<file path="src/hdl/mlp_pkg.sv">
// Package for the MLP classifier: item types, state codes, fixed-point
// constants and helper functions. No dependencies.
package mlp_pkg;

   localparam int MaxNodes   = 8;
   localparam int FracBits   = 12;
   localparam int HalfBits   = FracBits - 1;

   localparam logic [1:0] CMD_WEIGHT   = 2'd0;
   localparam logic [1:0] CMD_BIAS     = 2'd1;
   localparam logic [1:0] CMD_CLASSIFY = 2'd2;

   localparam logic [12:0] VALUE_ONE = 13'd4096;
   localparam logic [12:0] CONF_HALF = 13'd2048;

   typedef struct packed {
      logic [1:0]         cmd;
      logic [1:0]         target_layer;
      logic [2:0]         target_node;
      logic [2:0]         source_node;
      logic signed [15:0] coefficient;
      logic [12:0]        first_value;
      logic [12:0]        second_value;
   } req_type;

   typedef struct packed {
      logic        first_greater;
      logic [12:0] confidence;
      logic        correct;
   } rsp_type;

   typedef struct packed {
      logic clear;
      logic mac;
      logic bias;
   } mac_ctrl_type;

   typedef enum logic [2:0] {
      S_IDLE, S_RD, S_MAC, S_BRD, S_BIAS, S_ACT, S_DONE
   } state_type;

   function automatic logic signed [15:0] sat16(input logic signed [21:0] v);
      logic signed [15:0] r;
      if (v > 22'sd32767) r = 16'sh7fff;
      else if (v < -22'sd32768) r = 16'sh8000;
      else r = v[15:0];
      return r;
   endfunction

   // Sigmoid samples at 0, 0.5, ... 8.0 in Q0.12.
   function automatic logic [12:0] sig_tab(input logic [4:0] idx);
      logic [12:0] r;
      case (idx)
         5'd0:  r = 13'd2048;
         5'd1:  r = 13'd2550;
         5'd2:  r = 13'd2994;
         5'd3:  r = 13'd3349;
         5'd4:  r = 13'd3608;
         5'd5:  r = 13'd3785;
         5'd6:  r = 13'd3902;
         5'd7:  r = 13'd3976;
         5'd8:  r = 13'd4022;
         5'd9:  r = 13'd4051;
         5'd10: r = 13'd4069;
         5'd11: r = 13'd4079;
         5'd12: r = 13'd4086;
         5'd13: r = 13'd4090;
         5'd14: r = 13'd4092;
         5'd15: r = 13'd4094;
         default: r = 13'd4095;
      endcase
      return r;
   endfunction

   function automatic logic [3:0] clamp_nodes(input logic [3:0] n);
      logic [3:0] r;
      if (n == 4'd0) r = 4'd1;
      else if (n > 4'(MaxNodes)) r = 4'(MaxNodes);
      else r = n;
      return r;
   endfunction

endpackage

</file>
<file path="src/hdl/mlp_mac.sv">
// Shared multiply, round and saturating accumulate unit of the MLP classifier.
// Depends on mlp_pkg.
module mlp_mac import mlp_pkg::*; (
   input  logic               clock,
   input  logic               reset,
   input  mac_ctrl_type       ctrl,
   input  logic signed [15:0] weight,
   input  logic signed [15:0] act,
   input  logic signed [15:0] bias,
   output logic signed [15:0] acc
);
   logic signed [15:0] acc_ff, acc_in;
   logic signed [31:0] prod;
   logic signed [32:0] rnd_full;
   logic signed [21:0] addend;

   assign prod     = weight * act;
   // Round half up: add one half LSB, then floor by arithmetic shift.
   assign rnd_full = ($signed({prod[31], prod}) + 33'sd2048) >>> FracBits;

   always_comb begin
      addend = ctrl.bias ? 22'(bias) : rnd_full[21:0];
      acc_in = acc_ff;
      if (ctrl.clear) acc_in = '0;
      else if (ctrl.mac || ctrl.bias) acc_in = sat16(22'(acc_ff) + addend);
   end

   always_ff @(posedge clock) begin
      if (reset) acc_ff <= '0;
      else acc_ff <= acc_in;
   end

   assign acc = acc_ff;
endmodule

</file>
<file path="src/hdl/mlp_sigmoid.sv">
// Table-interpolated sigmoid(x - 1) of the MLP classifier, Q4.12 in, Q0.12 out.
// Depends on mlp_pkg.
module mlp_sigmoid import mlp_pkg::*; (
   input  logic signed [15:0] x,
   output logic [12:0]        s
);
   logic signed [16:0] u;
   logic [16:0]        m;
   logic [5:0]         idx;
   logic [10:0]        pos;
   logic [12:0]        lo, hi, mag;
   logic [19:0]        prod;

   always_comb begin
      u    = 17'(x) - 17'sd4096;
      m    = u[16] ? 17'(-u) : 17'(u);
      idx  = m[16:HalfBits];
      pos  = m[HalfBits-1:0];
      lo   = sig_tab(idx[4:0]);
      hi   = sig_tab(idx[4:0] + 5'd1);
      prod = 9'(hi - lo) * pos;
      if (idx >= 6'd16) mag = 13'd4095;
      else mag = lo + 13'(prod >> HalfBits);
      s = u[16] ? (VALUE_ONE - mag) : mag;
   end
endmodule

</file>
<file path="src/hdl/mlp_forward_classifier.sv">
// Top level of the MLP classifier: sequencer, weight, bias and activation
// memories, configuration registers and result register. Uses mlp_pkg,
// mlp_mac and mlp_sigmoid.

// A weight or bias write item gives no result. A classify item runs the whole
// network on the single shared multiply-accumulate unit: for each product it
// reads the weight and activation memories, then accumulates; for each node it
// then reads the bias, adds it and writes the activation, and at the end it
// loads the result register. The block takes no new item while a classify item
// is being worked; the result waits in an output register, so the next item may
// be accepted while it is still stalled. Hidden layers use ReLU and the last
// layer uses sigmoid(x - 1); the confidence is output node zero. Configuration
// must be written only while idle; the block itself does not enforce this.
// Weights and biases must be written before a classify item reads them.
module mlp_forward_classifier import mlp_pkg::*; (
   input  logic       clock,
   input  logic       reset,
   input  logic       req_valid,
   output logic       req_stall,
   input  req_type    req_data,
   output logic       rsp_valid,
   input  logic       rsp_stall,
   output rsp_type    rsp_data,
   input  logic       csr_we,
   input  logic [1:0] csr_index,
   input  logic [3:0] csr_wdata
);
   localparam logic [1:0] REG_LAYERS = 2'd0;
   localparam logic [1:0] REG_NODES1 = 2'd1;
   localparam logic [1:0] REG_NODES2 = 2'd2;
   localparam logic [1:0] REG_NODES3 = 2'd3;

   logic [2:0] layer_count_ff;
   logic [3:0] nodes1_ff, nodes2_ff, nodes3_ff;

   always_ff @(posedge clock) begin
      if (reset) begin
         layer_count_ff <= 3'd3;
         nodes1_ff      <= 4'd8;
         nodes2_ff      <= 4'd1;
         nodes3_ff      <= 4'd1;
      end else if (csr_we) begin
         unique case (csr_index)
            REG_LAYERS: layer_count_ff <= csr_wdata[2:0];
            REG_NODES1: nodes1_ff      <= csr_wdata;
            REG_NODES2: nodes2_ff      <= csr_wdata;
            REG_NODES3: nodes3_ff      <= csr_wdata;
            default: ;
         endcase
      end
   end

   // Sequencer state.
   state_type   state_ff, state_in;
   logic [1:0]  layer_ff, layer_in;
   logic [1:0]  last_ff, last_in;
   logic [2:0]  node_ff, node_in;
   logic [2:0]  src_ff, src_in;
   logic [3:0]  prev_ff, prev_in;
   logic        bank_ff, bank_in;
   logic [12:0] a_ff, a_in, b_ff, b_in;
   logic [12:0] conf_ff, conf_in;
   logic        rsp_valid_ff, rsp_valid_in;
   rsp_type     rsp_ff, rsp_in;

   logic              accept;
   logic [3:0]        size;
   logic [2:0]        lc_clamped;
   mac_ctrl_type      mac_ctrl;
   logic signed [15:0] acc, sig_x;
   logic [12:0]       sig_s;
   logic signed [15:0] w_rd_ff, a_rd_ff, b_rd_ff;
   logic              act_we;
   logic signed [15:0] act_wdata;

   logic signed [15:0] wmem [0:191];
   logic signed [15:0] bmem [0:23];
   logic signed [15:0] amem [0:15];

   assign accept    = req_valid && !req_stall;
   assign req_stall = (state_ff != S_IDLE);

   always_comb begin
      unique case (layer_ff)
         2'd0:    size = clamp_nodes(nodes1_ff);
         2'd1:    size = clamp_nodes(nodes2_ff);
         default: size = clamp_nodes(nodes3_ff);
      endcase
      if (layer_count_ff < 3'd2) lc_clamped = 3'd2;
      else if (layer_count_ff > 3'd4) lc_clamped = 3'd4;
      else lc_clamped = layer_count_ff;
   end

   // Weight and bias writes go straight into the memories from an accepted item.
   always_ff @(posedge clock) begin
      if (accept && req_data.cmd == CMD_WEIGHT && req_data.target_layer != 2'd0)
         wmem[{req_data.target_layer - 2'd1, req_data.target_node, req_data.source_node}]
            <= req_data.coefficient;
      w_rd_ff <= wmem[{layer_ff, node_ff, src_ff}];
   end

   always_ff @(posedge clock) begin
      if (accept && req_data.cmd == CMD_BIAS && req_data.target_layer != 2'd0)
         bmem[{req_data.target_layer - 2'd1, req_data.target_node}] <= req_data.coefficient;
      b_rd_ff <= bmem[{layer_ff, node_ff}];
   end

   // The first layer reads the two input values directly; later layers read
   // the bank written by the layer before.
   always_ff @(posedge clock) begin
      if (act_we) amem[{!bank_ff, node_ff}] <= act_wdata;
      if (layer_ff == 2'd0) a_rd_ff <= src_ff[0] ? 16'(b_ff) : 16'(a_ff);
      else a_rd_ff <= amem[{bank_ff, src_ff}];
   end

   mlp_mac u_mac (
      .clock  (clock),
      .reset  (reset),
      .ctrl   (mac_ctrl),
      .weight (w_rd_ff),
      .act    (a_rd_ff),
      .bias   (b_rd_ff),
      .acc    (acc)
   );

   assign sig_x = acc;
   mlp_sigmoid u_sig (.x(sig_x), .s(sig_s));

   always_comb begin
      state_in     = state_ff;
      layer_in     = layer_ff;
      last_in      = last_ff;
      node_in      = node_ff;
      src_in       = src_ff;
      prev_in      = prev_ff;
      bank_in      = bank_ff;
      a_in         = a_ff;
      b_in         = b_ff;
      conf_in      = conf_ff;
      rsp_in       = rsp_ff;
      rsp_valid_in = rsp_valid_ff && rsp_stall;
      mac_ctrl     = '0;
      act_we       = 1'b0;
      act_wdata    = acc[15] ? 16'sd0 : acc;

      unique case (state_ff)
         S_IDLE: begin
            if (accept && req_data.cmd == CMD_CLASSIFY) begin
               a_in     = (req_data.first_value > VALUE_ONE) ? VALUE_ONE
                                                              : req_data.first_value;
               b_in     = (req_data.second_value > VALUE_ONE) ? VALUE_ONE
                                                               : req_data.second_value;
               last_in  = 2'(lc_clamped - 3'd2);
               layer_in = 2'd0;
               node_in  = '0;
               src_in   = '0;
               prev_in  = 4'd2;
               bank_in  = 1'b0;
               conf_in  = CONF_HALF;
               mac_ctrl.clear = 1'b1;
               state_in = S_RD;
            end
         end
         S_RD: state_in = S_MAC;
         S_MAC: begin
            mac_ctrl.mac = 1'b1;
            if ({1'b0, src_ff} == prev_ff - 4'd1) state_in = S_BRD;
            else begin
               src_in   = src_ff + 3'd1;
               state_in = S_RD;
            end
         end
         S_BRD: state_in = S_BIAS;
         S_BIAS: begin
            mac_ctrl.bias = 1'b1;
            state_in = S_ACT;
         end
         S_ACT: begin
            act_we = 1'b1;
            if (layer_ff == last_ff) begin
               act_wdata = 16'(sig_s);
               if (node_ff == 3'd0) conf_in = sig_s;
            end
            mac_ctrl.clear = 1'b1;
            src_in = '0;
            if ({1'b0, node_ff} == size - 4'd1) begin
               node_in = '0;
               if (layer_ff == last_ff) state_in = S_DONE;
               else begin
                  layer_in = layer_ff + 2'd1;
                  prev_in  = size;
                  bank_in  = !bank_ff;
                  state_in = S_RD;
               end
            end else begin
               node_in  = node_ff + 3'd1;
               state_in = S_RD;
            end
         end
         S_DONE: begin
            if (!rsp_valid_ff || !rsp_stall) begin
               rsp_valid_in         = 1'b1;
               rsp_in.first_greater = conf_ff > CONF_HALF;
               rsp_in.confidence    = conf_ff;
               rsp_in.correct       = (conf_ff > CONF_HALF) ? (a_ff > b_ff) : (a_ff < b_ff);
               state_in             = S_IDLE;
            end
         end
         default: state_in = S_IDLE;
      endcase
   end

   always_ff @(posedge clock) begin
      if (reset) begin
         state_ff     <= S_IDLE;
         rsp_valid_ff <= 1'b0;
         layer_ff     <= '0;
         last_ff      <= '0;
         node_ff      <= '0;
         src_ff       <= '0;
         prev_ff      <= 4'd2;
         bank_ff      <= 1'b0;
      end else begin
         state_ff     <= state_in;
         rsp_valid_ff <= rsp_valid_in;
         layer_ff     <= layer_in;
         last_ff      <= last_in;
         node_ff      <= node_in;
         src_ff       <= src_in;
         prev_ff      <= prev_in;
         bank_ff      <= bank_in;
      end
   end

   always_ff @(posedge clock) begin
      a_ff    <= a_in;
      b_ff    <= b_in;
      conf_ff <= conf_in;
      rsp_ff  <= rsp_in;
   end

   assign rsp_valid = rsp_valid_ff;
   assign rsp_data  = rsp_ff;

   // A new result is only ever loaded from the final sequencer state.
   a_rsp_src: assert property (@(posedge clock) disable iff (reset)
      (rsp_valid_ff && !$past(rsp_valid_ff)) |-> $past(state_ff == S_DONE))
      else $error("result loaded outside the done state");

   // The product loop never runs past the previous layer's node count.
   a_src_range: assert property (@(posedge clock) disable iff (reset)
      (state_ff == S_MAC) |-> ({1'b0, src_ff} < prev_ff))
      else $error("source index beyond previous layer");

   // The node index stays inside the current layer.
   a_node_range: assert property (@(posedge clock) disable iff (reset)
      (state_ff == S_ACT) |-> ({1'b0, node_ff} < size))
      else $error("node index beyond layer size");

   // The layer counter never passes the last computed layer.
   a_layer_range: assert property (@(posedge clock) disable iff (reset)
      (state_ff != S_IDLE) |-> (layer_ff <= last_ff))
      else $error("layer index beyond last layer");
endmodule
</file>
<file path="config.mk">
export PLATFORM = sky130hd
export DESIGN_NAME = mlp_forward_classifier
export DESIGN_NICKNAME = d
export VERILOG_FILES = /design/src/hdl/mlp_pkg.sv /design/src/hdl/mlp_mac.sv /design/src/hdl/mlp_sigmoid.sv /design/src/hdl/mlp_forward_classifier.sv
export SDC_FILE = /design/constraint.sdc
export NUM_CORES = 2
export LEC_CHECK = 0
export CAP_MARGIN = 20
export CORE_ASPECT_RATIO = 2
export CORE_MARGIN = 2
export CORE_UTILIZATION = 38
export CTS_CLUSTER_SIZE = 10
export DETAILED_ROUTE_END_ITERATION = 10
export DONT_BUFFER_PORTS = 1
export MAX_ROUTING_LAYER = met4
export PLACE_DENSITY = 0.52
export SLEW_MARGIN = 20
export SYNTH_ARGS = -nofsm -noshare
export SYNTH_HDL_FRONTEND = slang
export SYNTH_MEMORY_MAX_BITS = 65536
export SYNTH_SLANG_ARGS = --single-unit
</file>
<file path="constraint.sdc">
create_clock -name clock -period 27.4 [get_ports clock]
set_clock_uncertainty 0.1 [all_clocks]
set_input_delay 2.74 -clock clock [delete_from_list [all_inputs] [get_ports clock]]
set_output_delay 2.74 -clock clock [all_outputs]
set_load 0.03 [all_outputs]
</file>
Word-level counts from Yosys, hierarchy flattened:

Memories as Yosys holds them, arrays and structs flattened. A register that Yosys moved wholly into a read port is not among the register bits.
Cells that the tools add are included.

* $add $sub $neg: 15
* $mul: 2
* order comparisons: 13
* equal/unequal tests: 22
* mux-type cells: 63
* reduce and logical (&&, ||, !) cells: 37

Operators by type and width (number)
* 2-to-1 mux 13 bit: 7
* 2-to-1 mux 16 bit: 3
* 2-to-1 mux 15 bit: 3
* 2-to-1 mux 4 bit: 9
* adder 32 x 13 -> 33 bit, second input constant: 1
* multiplier 16 x 16 -> 32 bit: 1
* greater-than comparator 13 bit, second input constant: 2
* case mux 13 bit (2 select lines): 1
* adder 16 x 22 -> 22 bit: 1
* greater-than comparator 22 x 16 -> 1 bit, second input constant: 1
* < comparator 22 x 16 -> 1 bit, second input constant: 1
* 2-to-1 mux 22 bit: 1
* 2-to-1 mux 3 bit: 7
* case mux 3 bit (7 select lines): 1
* multiplier 9 x 11 -> 20 bit: 1
* 2-to-1 mux 17 bit: 1
* negator 17 bit: 1
* subtractor 16 x 14 -> 17 bit, second input constant: 1
* 2-to-1 mux 1 bit: 16
* case mux 4 bit (2 select lines): 2
* AND reduction 2 bit: 8
* != test 2 bit, second input constant: 7
* adder 13 x 9 -> 13 bit: 1
* greater-than comparator 13 x 12 -> 1 bit, second input constant: 1
* other kinds (38): 74

* register bits: 120
* bits in writable memories: 3696
* ROM bits: 352
* input port bits: 63
* output and inout port bits: 17
* word-level logic and storage cells: 177
* memories kept: 5

Memory list
* wmem: depth 192, width 16, rd ports 1, clocked after memory_dff 1, write ports 1, RTL line mlp_forward_classifier.sv:76 `logic signed [15:0] wmem [0:191];`
* bmem: depth 24, width 16, rd ports 1, clocked after memory_dff 1, write ports 1, RTL line mlp_forward_classifier.sv:77 `logic signed [15:0] bmem [0:23];`
* amem: depth 16, width 15, rd ports 1, clocked after memory_dff 0, write ports 1, RTL line mlp_forward_classifier.sv:78 `logic signed [15:0] amem [0:15];`
* (no name shown): depth 16, width 11, rd ports 1, clocked after memory_dff 0, write ports 0, RTL line mlp_pkg.sv:53 `case (idx)`
* (no name shown): depth 16, width 11, rd ports 1, clocked after memory_dff 0, write ports 0, RTL line mlp_pkg.sv:53

Longest topological paths before layout:

An unclocked memory read counts as a cell.

* depth after elaboration: 15
* depth in mapped cells: 51
* depth with buffers taken out: 49

Hierarchy:

Synthesis repeated with hierarchy kept, for this count alone.

* cells, all modules: 8615
* area total of the unflattened synthesis: 163618.2 um^2

By module, submodules not included
* mlp_forward_classifier: times used 1, cells each 6630, area an instance 146903.4 um^2, sequential area each 114229.6 um^2
* mlp_mac: times used 1, cells each 1300, area an instance 11559.8 um^2, sequential area each 320.3 um^2
* mlp_sigmoid: times used 1, cells each 685, area an instance 5154.9 um^2, sequential area each 0.0 um^2

Worst setup path after synthesis:

No wires, ideal clock.

* path kind: register -> register
* start: register u_mac.acc_ff[2], in the netlist u_mac.acc[2]
* end: memory amem[0][9] (netlist bit), data pin
* setup time: 0.330 ns
* data arrival time: 11.467 ns
* data required time: 26.970 ns
* path slack: 15.503 ns
* stages on the path, launching flop included: 49
* path buffers: 4
* clock period less this slack: 11.897 ns
* cell sequence: dfxtp_1 -> buf_6 -> or4_1 -> buf_2 -> or2_2 -> o21ai_0 -> xnor2_1 -> ha_1 -> inv_1 -> ha_1 -> nor2b_1 -> and4_1 -> o21ai_0 -> and3_1 -> o21ai_0 -> ha_1 -> nor2b_1 -> o21ai_0 -> [13 not listed] -> inv_1 -> ha_1 -> a2111oi_0 -> nand2_1 -> o21a_1 -> a21o_1 -> a21oi_1 -> xnor2_1 -> ha_1 -> clkbuf_1 -> a21o_1 -> a21o_1 -> or3_1 -> a2111oi_0 -> nand3_1 -> o31ai_1 -> xnor2_1 -> o21ai_0

* cells in the longest elaborated chain, start to end: 14
* elaborated cells between the ends (all ways): 17
* those cells by class: 6 x add/sub; 1 x mul; 1 x order compare; 7 x mux; 2 x memory

Ends and longest elaborated chain
* from (decl): RTL line mlp_mac.sv:12 `logic signed [15:0] acc_ff, acc_in;`
* from (signal assigned): RTL line mlp_mac.sv:30 `else acc_ff <= acc_in;`
* subtractor 16 x 14 -> 17 bit (*): RTL line mlp_sigmoid.sv:15 `u = 17'(x) - 17'sd4096;`
* negator 17 bit: RTL line mlp_sigmoid.sv:16 `m = u[16] ? 17'(-u) : 17'(u);`
* 2-to-1 mux 17 bit: RTL line mlp_sigmoid.sv:16
* adder 5 x 1 -> 5 bit: RTL line mlp_sigmoid.sv:20 `hi = sig_tab(idx[4:0] + 5'd1);`
* memory (16 x 11 bit)
* 2-to-1 mux 9 bit: RTL line mlp_pkg.sv:53
* subtractor 9 bit: RTL line mlp_sigmoid.sv:21 `prod = 9'(hi - lo) * pos;`
* multiplier 9 x 11 -> 20 bit: RTL line mlp_sigmoid.sv:21
* adder 13 x 9 -> 13 bit: RTL line mlp_sigmoid.sv:23 `else mag = lo + 13'(prod >> HalfBits);`
* 2-to-1 mux 13 bit: RTL line mlp_sigmoid.sv:22 `if (idx >= 6'd16) mag = 13'd4095;`
* subtractor 13 bit: RTL line mlp_sigmoid.sv:24 `s = u[16] ? (VALUE_ONE - mag) : mag;`
* 2-to-1 mux 13 bit (*): RTL line mlp_sigmoid.sv:24
* 2-to-1 mux 15 bit (*): RTL line mlp_forward_classifier.sv:180 `if (layer_ff == last_ff) begin`
* 2-to-1 mux 15 bit (*): RTL line mlp_forward_classifier.sv:146 `unique case (state_ff)`
* via act_wdata[9]: RTL line mlp_forward_classifier.sv:74 `logic signed [15:0] act_wdata;`
* to (decl): RTL line mlp_forward_classifier.sv:78

Mark *: on every way through the listed nets, which the timed path passes. The rest lies on a longest branch.

Worst setup path in the final report:

* start: register u_mac.acc_ff[15], in the netlist u_mac.acc[15]
* end: memory amem[15][11] (netlist bit), data pin

* cells in the longest elaborated chain, start to end: 13
* elaborated cells between the ends (all ways): 18
* those cells by class: 6 x add/sub; 1 x mul; 1 x order compare; 8 x mux; 2 x memory

Ends and longest elaborated chain (RTL line)
* subtractor 16 x 14 -> 17 bit: mlp_sigmoid.sv:15
* negator 17 bit or 2-to-1 mux 17 bit (tied branches): mlp_sigmoid.sv:16
* 2-to-1 mux 17 bit or adder 5 x 1 -> 5 bit (tied branches): mlp_sigmoid.sv:16, mlp_sigmoid.sv:20
* adder 5 x 1 -> 5 bit or memory (16 x 11 bit) (tied branches)
* 2-to-1 mux 9 bit: mlp_pkg.sv:53
* subtractor 9 bit: mlp_sigmoid.sv:21
* multiplier 9 x 11 -> 20 bit: mlp_sigmoid.sv:21
* adder 13 x 9 -> 13 bit: mlp_sigmoid.sv:23
* 2-to-1 mux 13 bit: mlp_sigmoid.sv:22
* subtractor 13 bit: mlp_sigmoid.sv:24
* 2-to-1 mux 13 bit: mlp_sigmoid.sv:24
* 2-to-1 mux 15 bit: mlp_forward_classifier.sv:180
* 2-to-1 mux 15 bit (*): mlp_forward_classifier.sv:146
* via act_wdata[11]: mlp_forward_classifier.sv:74

Marked as above.

==> results_dict.tcl <==
set metrics [dict create \
    regToRegSetupSlack_ns 12.16 \
    synth_nets 8659 \
    max_cap_violations 0 \
    antenna_left 0 \
    cp_max_fo 19 \
    grt_max_degree 217 \
    violations "max-slew violations" \
    post_cts_resized 0 \
    period_share_pct 55.62 \
    syn_area_per_cell_um2 20.15 \
    die-width_um 466.7 \
    path_common_cell "fa_1" \
    final_layout_size_suffix_gt1_share_pct 24.54 \
    place.gp.congestion 0.8848 \
    ys_seq_elements 3847 \
    core_um2 426300 \
    cp.depth 43 \
    crit_required_ns 27.98 \
    initial_core_util_pct 38.18 \
    critPathLaunchType "register" \
    grt_pass1_vias 85810 \
    status "finished with violations" \
    placedCellCount 13610 \
    first_pass_iters 6 \
    clockRootBuffer "clkbuf_16" \
    ys.flop_type "edfxtp_1" \
    wire_per_inst_um 31.68 \
    async_reset_ff_share_pct 0 \
    vias 78500 \
    min_period_ns 15.24 \
    die_area_um2 433800 \
    cp.arrival_ns 15.82 \
    hold_viol_final 0 \
    syn-cell-area_um2 162700 \
    drt_iter0_drc 6466 \
    cp_slowest_cell "xnor2_1" \
    grt_pass1_wl_mm 641.8 \
    io_pins 80 \
    path_clk_slew_ns 0.06 \
    setup_viol_count_final 0 \
    dieHeight_um 929.5 \
    place_area_um2 171100 \
    min_to "last_ff[1]" \
    grt_antenna_before_repair 25 \
    r2r-start "u_mac.acc[15]" \
    finalMaxSlewViolations 80 \
    fin_cells 14230 \
    syn2layout_area_growth_pct 12.35 \
    cts_max_level 5 \
    hold_start "layer_count_ff[2]" \
    path_buf_inv 5 \
    crit_family "simple AND/OR/NAND/NOR gates" \
    slowest_delay_ns 0.84 \
    cts_buffer_depth 4 \
    relSlewSlack_pct -1.845 \
    hold_depth 2 \
    rsz0062_at_grt "false" \
    tightest_slew_ns 1.528 \
    post_synth_num_cell_types 76 \
    cts_buffers 428 \
    clkSinkCount 3847 \
    cts_tree "done" \
    fin_area_um2 182800 \
    endpoint_kind "register" \
    holdCritPathClass "reg -> reg" \
    nFillCells 36800 \
    post_cts_buffers 0 \
    netlist_instances 8078 \
    r2r_end "amem[15][11]" \
    via_per_inst 5.517 \
    worst-r2r-cell-count 43 \
    wirelength_mm 450.7 \
    fin_setup_tns_ns 0 \
    nets 8993 \
    seq_area_frac_synth_pct 70.39 \
    insertion_delay_ns 1.01 \
    cts_hold_buf 0 \
    dp_hpwl_mm 286.5 \
    max_freq_mhz 65.62 \
    critical_path_class "reg -> reg" \
    synth_edf_count 3750 \
    grt_usage_pct 21.39 \
    yosysWarnings 0 \
    grt_remaining_overflow 0 \
    io_buffers 0 \
    drc_errors 0 \
    rows 339 \
]
[registers in the layout, indices dropped and copies added, names as in the netlist, 2 cells and up]
name            count
b_rd_ff            16
layer_count_ff      3
src_ff              3
a_ff               13
wmem             3072
prev_ff             4
amem              240
nodes2_ff           4
b_ff               13
last_ff             2
nodes1_ff           4
node_ff             3
state_ff            3
rsp_data           15
u_mac.acc          16
conf_ff            13
a_rd_ff            15
layer_ff            2
w_rd_ff            16
nodes3_ff           4
bmem              384
[stage by stage]
step | hold slack (ns) | util (%) | setup slack [ns]
after floorplan | 0.3268 | - | 15.50
after global placement | 0.3418 | 40.09 | 12.12
after detailed placement | 0.3603 | 40.13 | 12.07
after CTS | 0.3735 | 42.82 | 11.93
after global routing | 0.3885 | 42.89 | 11.29
final | 0.3722 | 42.89 | 12.16
[logic make-up (layout without fill, tap and decap cells)]
logic type / count (synthesis) / in the layout / synth area share [%]
AOI/OAI and AO/OA: 382 / 382 / 1.548
other: 0 / 84 / 0
muxes: 1258 / 1258 / 16.93
xor gates and xnor gates: 89 / 89 / 0.4951
and+or+nand+nor: 1144 / 1144 / 3.250
buffers and inverters: 840 / 1280 / 1.957
DFF: 3847 / 3847 / 70.39
adders and majority gates: 518 / 518 / 5.436
[worst max path at each step]
stage             startpoint           end
5_1_grt        u_mac.acc[15]   amem[7][11]
6_report       u_mac.acc[15]  amem[15][11]
4_1_cts        u_mac.acc[15]    amem[9][9]
3_3_place_gp   u_mac.acc[15]   amem[0][11]
2_1_floorplan   u_mac.acc[2]    amem[0][9]
3_5_place_dp   u_mac.acc[15]   amem[11][9]
[synth_stat cells (all sizes together) (10+ instances only)]
cell type / instances / share of area, %
mux2i: 62 / 0.38
nand4: 13 / 0.050
nor2b: 44 / 0.17
o21ai: 97 / 0.30
ha: 203 / 1.6
o211ai: 10 / 0.046
fa: 315 / 3.9
xnor2: 62 / 0.35
nand2b: 33 / 0.13
and2: 123 / 0.47
a211oi: 14 / 0.065
or3: 23 / 0.088
nor4: 10 / 0.042
a21oi: 88 / 0.27
a21o: 37 / 0.17
nand3: 51 / 0.16
dfxtp: 97 / 1.2
clkbuf: 260 / 0.60
mux4: 1195 / 17
and3: 21 / 0.081
or2: 24 / 0.092
nand2: 335 / 0.77
o21a: 19 / 0.088
a31oi: 10 / 0.038
buf: 137 / 0.34
edfxtp: 3750 / 69
o31ai: 16 / 0.074
nor3: 41 / 0.13
nor2: 392 / 0.90
inv: 439 / 1.0
xor2: 27 / 0.15
a221o: 14 / 0.086
[layer usage]
layer,global-route usage [%],up-vias,routed length (µm)
li1,-,32830,-
met1,22.23,42950,154100
met2,39.89,2012,256300
met3,2.533,705,17940
met4,9.804,0,22390
met5,-,-,0
[cells in the final DEF, fill, tap and decap left out, types with 37 or more instances in the layout]
cell type  synthesis  routed
a21o_1            37      37
a21oi_1           88      88
and2_1           122     122
buf_4              0     289
clkbuf_1         260      81
clkbuf_16          0     434
dfxtp_1           97      91
diode_2            0      84
edfxtp_1        3750    3750
fa_1             315     315
ha_1             203     203
inv_1            437     437
mux2i_1           62      62
mux4_2          1195    1195
nand2_1          335     333
nand3_1           51      51
nor2_1           392     313
nor2_2             0      40
nor2_4             0      39
nor2b_1           44      44
o21ai_0           97      87
xnor2_1           60      59
[layout make-up]
cell class                      instances  area (µm²)  area share [%]
Sequential cell                      3847      114600           62.66
Multi-Input combinational cell       3391       45480           24.87
Clock buffer                          515       11160           6.106
Tap cell                             5626        7039           3.850
Timing Repair Buffer                  301        2404           1.315
Inverter                              443        1674          0.9156
Clock inverter                         21       302.8          0.1656
Antenna cell                           84       210.2          0.1150
[tightest hold or removal path, stage by stage, from the launching register on]
cell and delay, ns:
dfxtp_1 0.32, nand2_1 0.06, a21oi_1 0.05
Power is not shown: default switching activity piles up to over one toggle a cycle in this logic, so the estimate is an artifact.
